**src/pot_pkg.sv**
```systemverilog
// ----------------------------------------------------------------------------
// Polygon orientation test package
// Shared widths, limits and types for the streamed shoelace orientation test.
// ----------------------------------------------------------------------------
package pot_pkg;

    // Default coordinate width and the fixed width of the area accumulator.
    localparam int COORD_BITS_DEF = 24;
    localparam int SUM_BITS       = 64;

    // Distinct-vertex counter saturates at four.
    localparam int          COUNT_BITS   = 3;
    localparam logic [2:0]  COUNT_ONE    = 3'd1;
    localparam logic [2:0]  COUNT_TWO    = 3'd2;
    localparam logic [2:0]  MAX_DISTINCT = 3'd4;

    // Saturation limits of the signed accumulator.
    localparam logic signed [SUM_BITS-1:0] SUM_MAX = {1'b0, {(SUM_BITS-1){1'b1}}};
    localparam logic signed [SUM_BITS-1:0] SUM_MIN = {1'b1, {(SUM_BITS-1){1'b0}}};
    localparam logic signed [SUM_BITS-1:0] SUM_ZERO = '0;

    // Control bits that travel with a vertex through the cross-product stage.
    typedef struct packed {
        logic first;    // first vertex of a polygon, clears the sum
        logic edge_en;  // vertex differs from the prior one, adds an edge
        logic fin;      // last vertex of the polygon, yields a result
        logic degen;    // fewer than three distinct vertices
    } stage_ctl_t;

endpackage

```
**src/pot_cross.sv**
```systemverilog
// ----------------------------------------------------------------------------
// Polygon orientation cross product
// Computes ax*by - bx*ay for two signed fixed-point vertices.
// ----------------------------------------------------------------------------
module pot_cross
    import pot_pkg::*;
#(
    parameter int COORD_BITS = COORD_BITS_DEF
)
(
    input  logic signed [COORD_BITS-1:0] ax,
    input  logic signed [COORD_BITS-1:0] ay,
    input  logic signed [COORD_BITS-1:0] bx,
    input  logic signed [COORD_BITS-1:0] by,
    output logic signed [2*COORD_BITS:0] area_term
);

    localparam int PROD_BITS = 2 * COORD_BITS;

    logic signed [PROD_BITS-1:0] prod_ab;
    logic signed [PROD_BITS-1:0] prod_ba;

    // Two independent products, then one subtract with a guard bit.
    assign prod_ab   = ax * by;
    assign prod_ba   = bx * ay;
    assign area_term = {prod_ab[PROD_BITS-1], prod_ab} - {prod_ba[PROD_BITS-1], prod_ba};

endmodule

```
**config.mk**
```make
export PLATFORM = sky130hd
export DESIGN_NAME = pot_cross
export DESIGN_NICKNAME = d
export VERILOG_FILES = /design/src/pot_pkg.sv /design/src/pot_cross.sv
export SDC_FILE = /design/constraint.sdc
export NUM_CORES = 2
export LEC_CHECK = 0
export BUFFER_PORTS_ARGS = -buffer_cell sky130_fd_sc_hd__clkbuf_2
export CORE_MARGIN = 2
export CORE_UTILIZATION = 58
export DETAILED_ROUTE_END_ITERATION = 16
export PLACE_DENSITY = 0.75
export SYNTH_ARGS = -nofsm -noshare
export SYNTH_HDL_FRONTEND = slang
export SYNTH_SLANG_ARGS = --single-unit
```
**constraint.sdc**
```tcl
create_clock -name vclk -period 12.55
set_input_delay 1.8825 -clock vclk [all_inputs]
set_output_delay 1.8825 -clock vclk [all_outputs]
set_load 0.01 [all_outputs]
```
Word level (Yosys, flattened, before mapping)
Index checks and enable logic that the tools add are counted.

Word-level logic and storage cells: 3. Bits of input ports: 96. Output and inout port bits: 49. Bits in registers: 0.

Add/sub/neg operators: 1. Multipliers: 2.

Operator list (number): $mul A24 B24 Y48 (2); $sub A48 B48 Y49 (1).

Longest topological paths before layout
Depth in word-level cells: 2. Mapped depth: 31. Depth with buffers taken out: 29.

Worst setup path after synthesis
OpenSTA, ideal clock, no wires.

Path type: input -> output. Start: input ay[0]. End: output area_term[45]. Cell stages on the path: 28. Setup slack: 0.842 ns. Arrival: 9.826 ns. Cell sequence: clkbuf_1 > nand2_1 > fa_1 > inv_1 > fa_1 > inv_1 > fa_1 > inv_1 > fa_1 > fa_1 > inv_1 > fa_1 > fa_1 > fa_1 > inv_1 > fa_1 > inv_1 > ha_1 > buf_6 > a21o_1 > a311o_1 > or3_1 > a221oi_2 > o21a_2 > o31ai_4 > a311oi_4 > nor4bb_1 > a311o_1.

Cells in the longest elaborated chain, start to end: 2.

Ends and longest elaborated chain: start, declared (line pot_cross.sv:12) `input logic signed [COORD_BITS-1:0] ay,`; $mul A24 B24 Y48 (line pot_cross.sv:25) `assign prod_ba = bx * ay;`; $sub A48 B48 Y49 (line pot_cross.sv:26) `assign area_term = {prod_ab[PROD_BITS-1], prod_ab} - {prod_ba[PROD_BITS-1], prod_ba};`; end, declared (line pot_cross.sv:15) `output logic signed [2*COORD_BITS:0] area_term`.

Every way passes these cells.

Worst setup path in the final report
Start: input by[2]. End: output area_term[45].

Cells in the longest elaborated chain, start to end: 2.

Ends and longest elaborated chain: start, declared (line pot_cross.sv:14) `input logic signed [COORD_BITS-1:0] by,`; $mul A24 B24 Y48 (line pot_cross.sv:24) `assign prod_ab = ax * by;`; $sub A48 B48 Y49 (line pot_cross.sv:26).

Every way passes these cells.

==> flow_summary.ini <==
[run_status]
status = complete, no violations

[critical_path]
cp-start-kind = input port
required_ns = 10.67
crit_type = in -> out
crit_start = by[2]
cpMostUsedCell = fa_1
cpMaxStageDelayCell = fa_1
worstPathMaxFanout = 14
endpoint_kind = output port
worst_ep_arrival_time_ns = 10.35
worst_path_largest_cell_delay_ns = 0.57

[final_layout]
finalNetCount = 6389
syn2layout_area_growth_pct = 4.387
seq_area_um2 = 0
final_cells = 5676
seq_cell_count = 0
drive_gt1_share_pct = 5.252
clockBufferCount = 0
fillers = 6217
stdcell_area_mm2 = 0.04555

[min_path]
hold_class = in -> out
hold_path_startpoint = ax[0]

[placement]
placed_cell_area_mm2 = 0.04546
pre_cts_ws_ns = 0.1385
gp_congestion = 0.9375
port-buffer-count = 145
hpwl_mm = 101.6
placed_cells = 5665

[floorplanning]
die_h_um = 278.3
die_x_um = 278.3
rows = 100
die-area_mm2 = 0.07745
ios = 145
initial_utilization_pct = 58.62
coreArea_mm2 = 0.07445

[routing]
ant_nets = 0
vias = 30150
firstDrtPassIters = 6
finalWirelength_mm = 111.8
via_per_inst = 5.311
first_iter_violations = 2077
drcViolationCount = 0
wl_per_cell_um = 19.70

[grt]
grt_pass1_vias = 33970
grt_max_degree = 26
overflow = 0
grt_first_pass_wirelength_mm = 184.9
antenna_found_initial = 6
grtUsageTotal_pct = 30.84

[sta]
worstMarginPinSlew_ns = 0.8448
finalSetupTns_ns = 0
min_period_ns = 12.24
fmax_mhz = 81.73
drv_slew = 0
setup_slack_ns = 0.3145
slew_headroom_pct = 43.52
hold_violations = 0
fin_crit_sh_pct = 97.49
setup_viol = 0

[logic_synthesis]
yosysWarnings = 0
syn_nets = 6354
netlist_area_mm2 = 0.04364
syn_area_per_cell_um2 = 9.345
seq_area_frac_synth_pct = 0
syn_inst = 4670
yosys.cell_types.count = 53

[flow_run]
maxCapViolations = 0

[clocking]
ctsHoldBuffers = 0
## final cells by class
type               instances  area (um^2)  share of cell area [%]
diodes                     4        10.01                 0.02197
inverters               1425         5353                   11.75
repair buffers           230         1421                   3.120
multi-input cells       3048        37560                   82.45
well taps                969         1212                   2.661
## stage by stage
stage	utilization (%)	hold WS (ns)
after floorplan	-	4.037
after CTS	61.07	4.410
after global routing	61.18	4.450
after global placement	61.07	4.398
final	61.19	4.422
after detailed placement	61.07	4.409
## per-layer routing
| metal | routed length [um] | vias up | GRT usage (%) |
|---|---|---|---|
| met5 | 21 | - | 0 |
| met4 | 4645 | 4 | 10.13 |
| met3 | 9073 | 233 | 5.591 |
| met2 | 53230 | 1127 | 50.89 |
| met1 | 44860 | 15800 | 41.65 |
| li1 | - | 12990 | - |
## worst paths after layout
check	endpoint	slack (ns)	cells past startpoint
max	area_term[45]	0.31	29
min	area_term[0]	4.42	4
## worst max-delay path, delay by kind of cell
family | cells | cell delay (ns)
and+or+nand+nor | 3 | 0.60
buffers and inverters | 9 | 1.06
AOI/OAI and AO/OA | 7 | 1.81
adders and majority gates | 10 | 4.99
## layout by cell type (no fill, tap or decap), types with 3 or more instances in the layout
master,instances
nand2_1,607
o211ai_1,4
a21o_1,21
and3_1,6
a31oi_1,5
a311o_1,3
or3_1,3
xnor2_1,45
a31o_2,4
and2_1,533
nand3_1,8
o21ai_0,23
xor2_1,23
o21a_1,5
ha_1,271
fa_1,1315
buf_12,4
diode_2,4
a221o_1,3
buf_4,81
nor2b_1,30
nand2b_1,17
inv_1,1423
clkbuf_2,142
nor3_1,5
a21oi_1,41
nand4_1,4
clkbuf_4,3
nor2_1,35
o21bai_1,5
## cell usage after synthesis (all sizes together), types with 3 or more instances
cell,instances,share of area [%]
inv,1424,12
fa,1317,60
nand2,607,5.2
and2,534,7.7
ha,271,7.8
clkbuf,191,1.6
xnor2,45,0.90
a21oi,43,0.52
nor2,35,0.30
nor2b,30,0.43
o21ai,23,0.26
xor2,23,0.46
a21o,21,0.36
nand2b,17,0.24
nand3,8,0.092
a31oi,6,0.086
and3,6,0.086
buf,6,0.072
o21a,6,0.11
nor3,5,0.057
o21bai,5,0.086
a31o,4,0.080
nand4,4,0.057
o211ai,4,0.069
a221o,3,0.069
a311o,3,0.069
or3,3,0.043
## cells by family (layout without fill, tap and decap cells)
kind of cell / Yosys count / count (layout) / synth area share, %
buf+inv: 1622 / 1655 / 13.97
fa+ha+maj: 1588 / 1588 / 68.19
simple gates: 1258 / 1258 / 14.36
compound gates: 132 / 132 / 2.076
xor+xnor: 68 / 68 / 1.365
mux: 2 / 2 / 0.04588
other cells: 0 / 4 / 0
## repair_timing
action / 4_1_cts / 5_1_grt
gates resized for setup: 0 / 11
endpoints found under the setup margin: 0 / 8
buffers inserted: 0 / 7
Power is left out: the tool's default activity adds up to more than one toggle a clock period on the data nets, which glitch-free logic cannot reach.
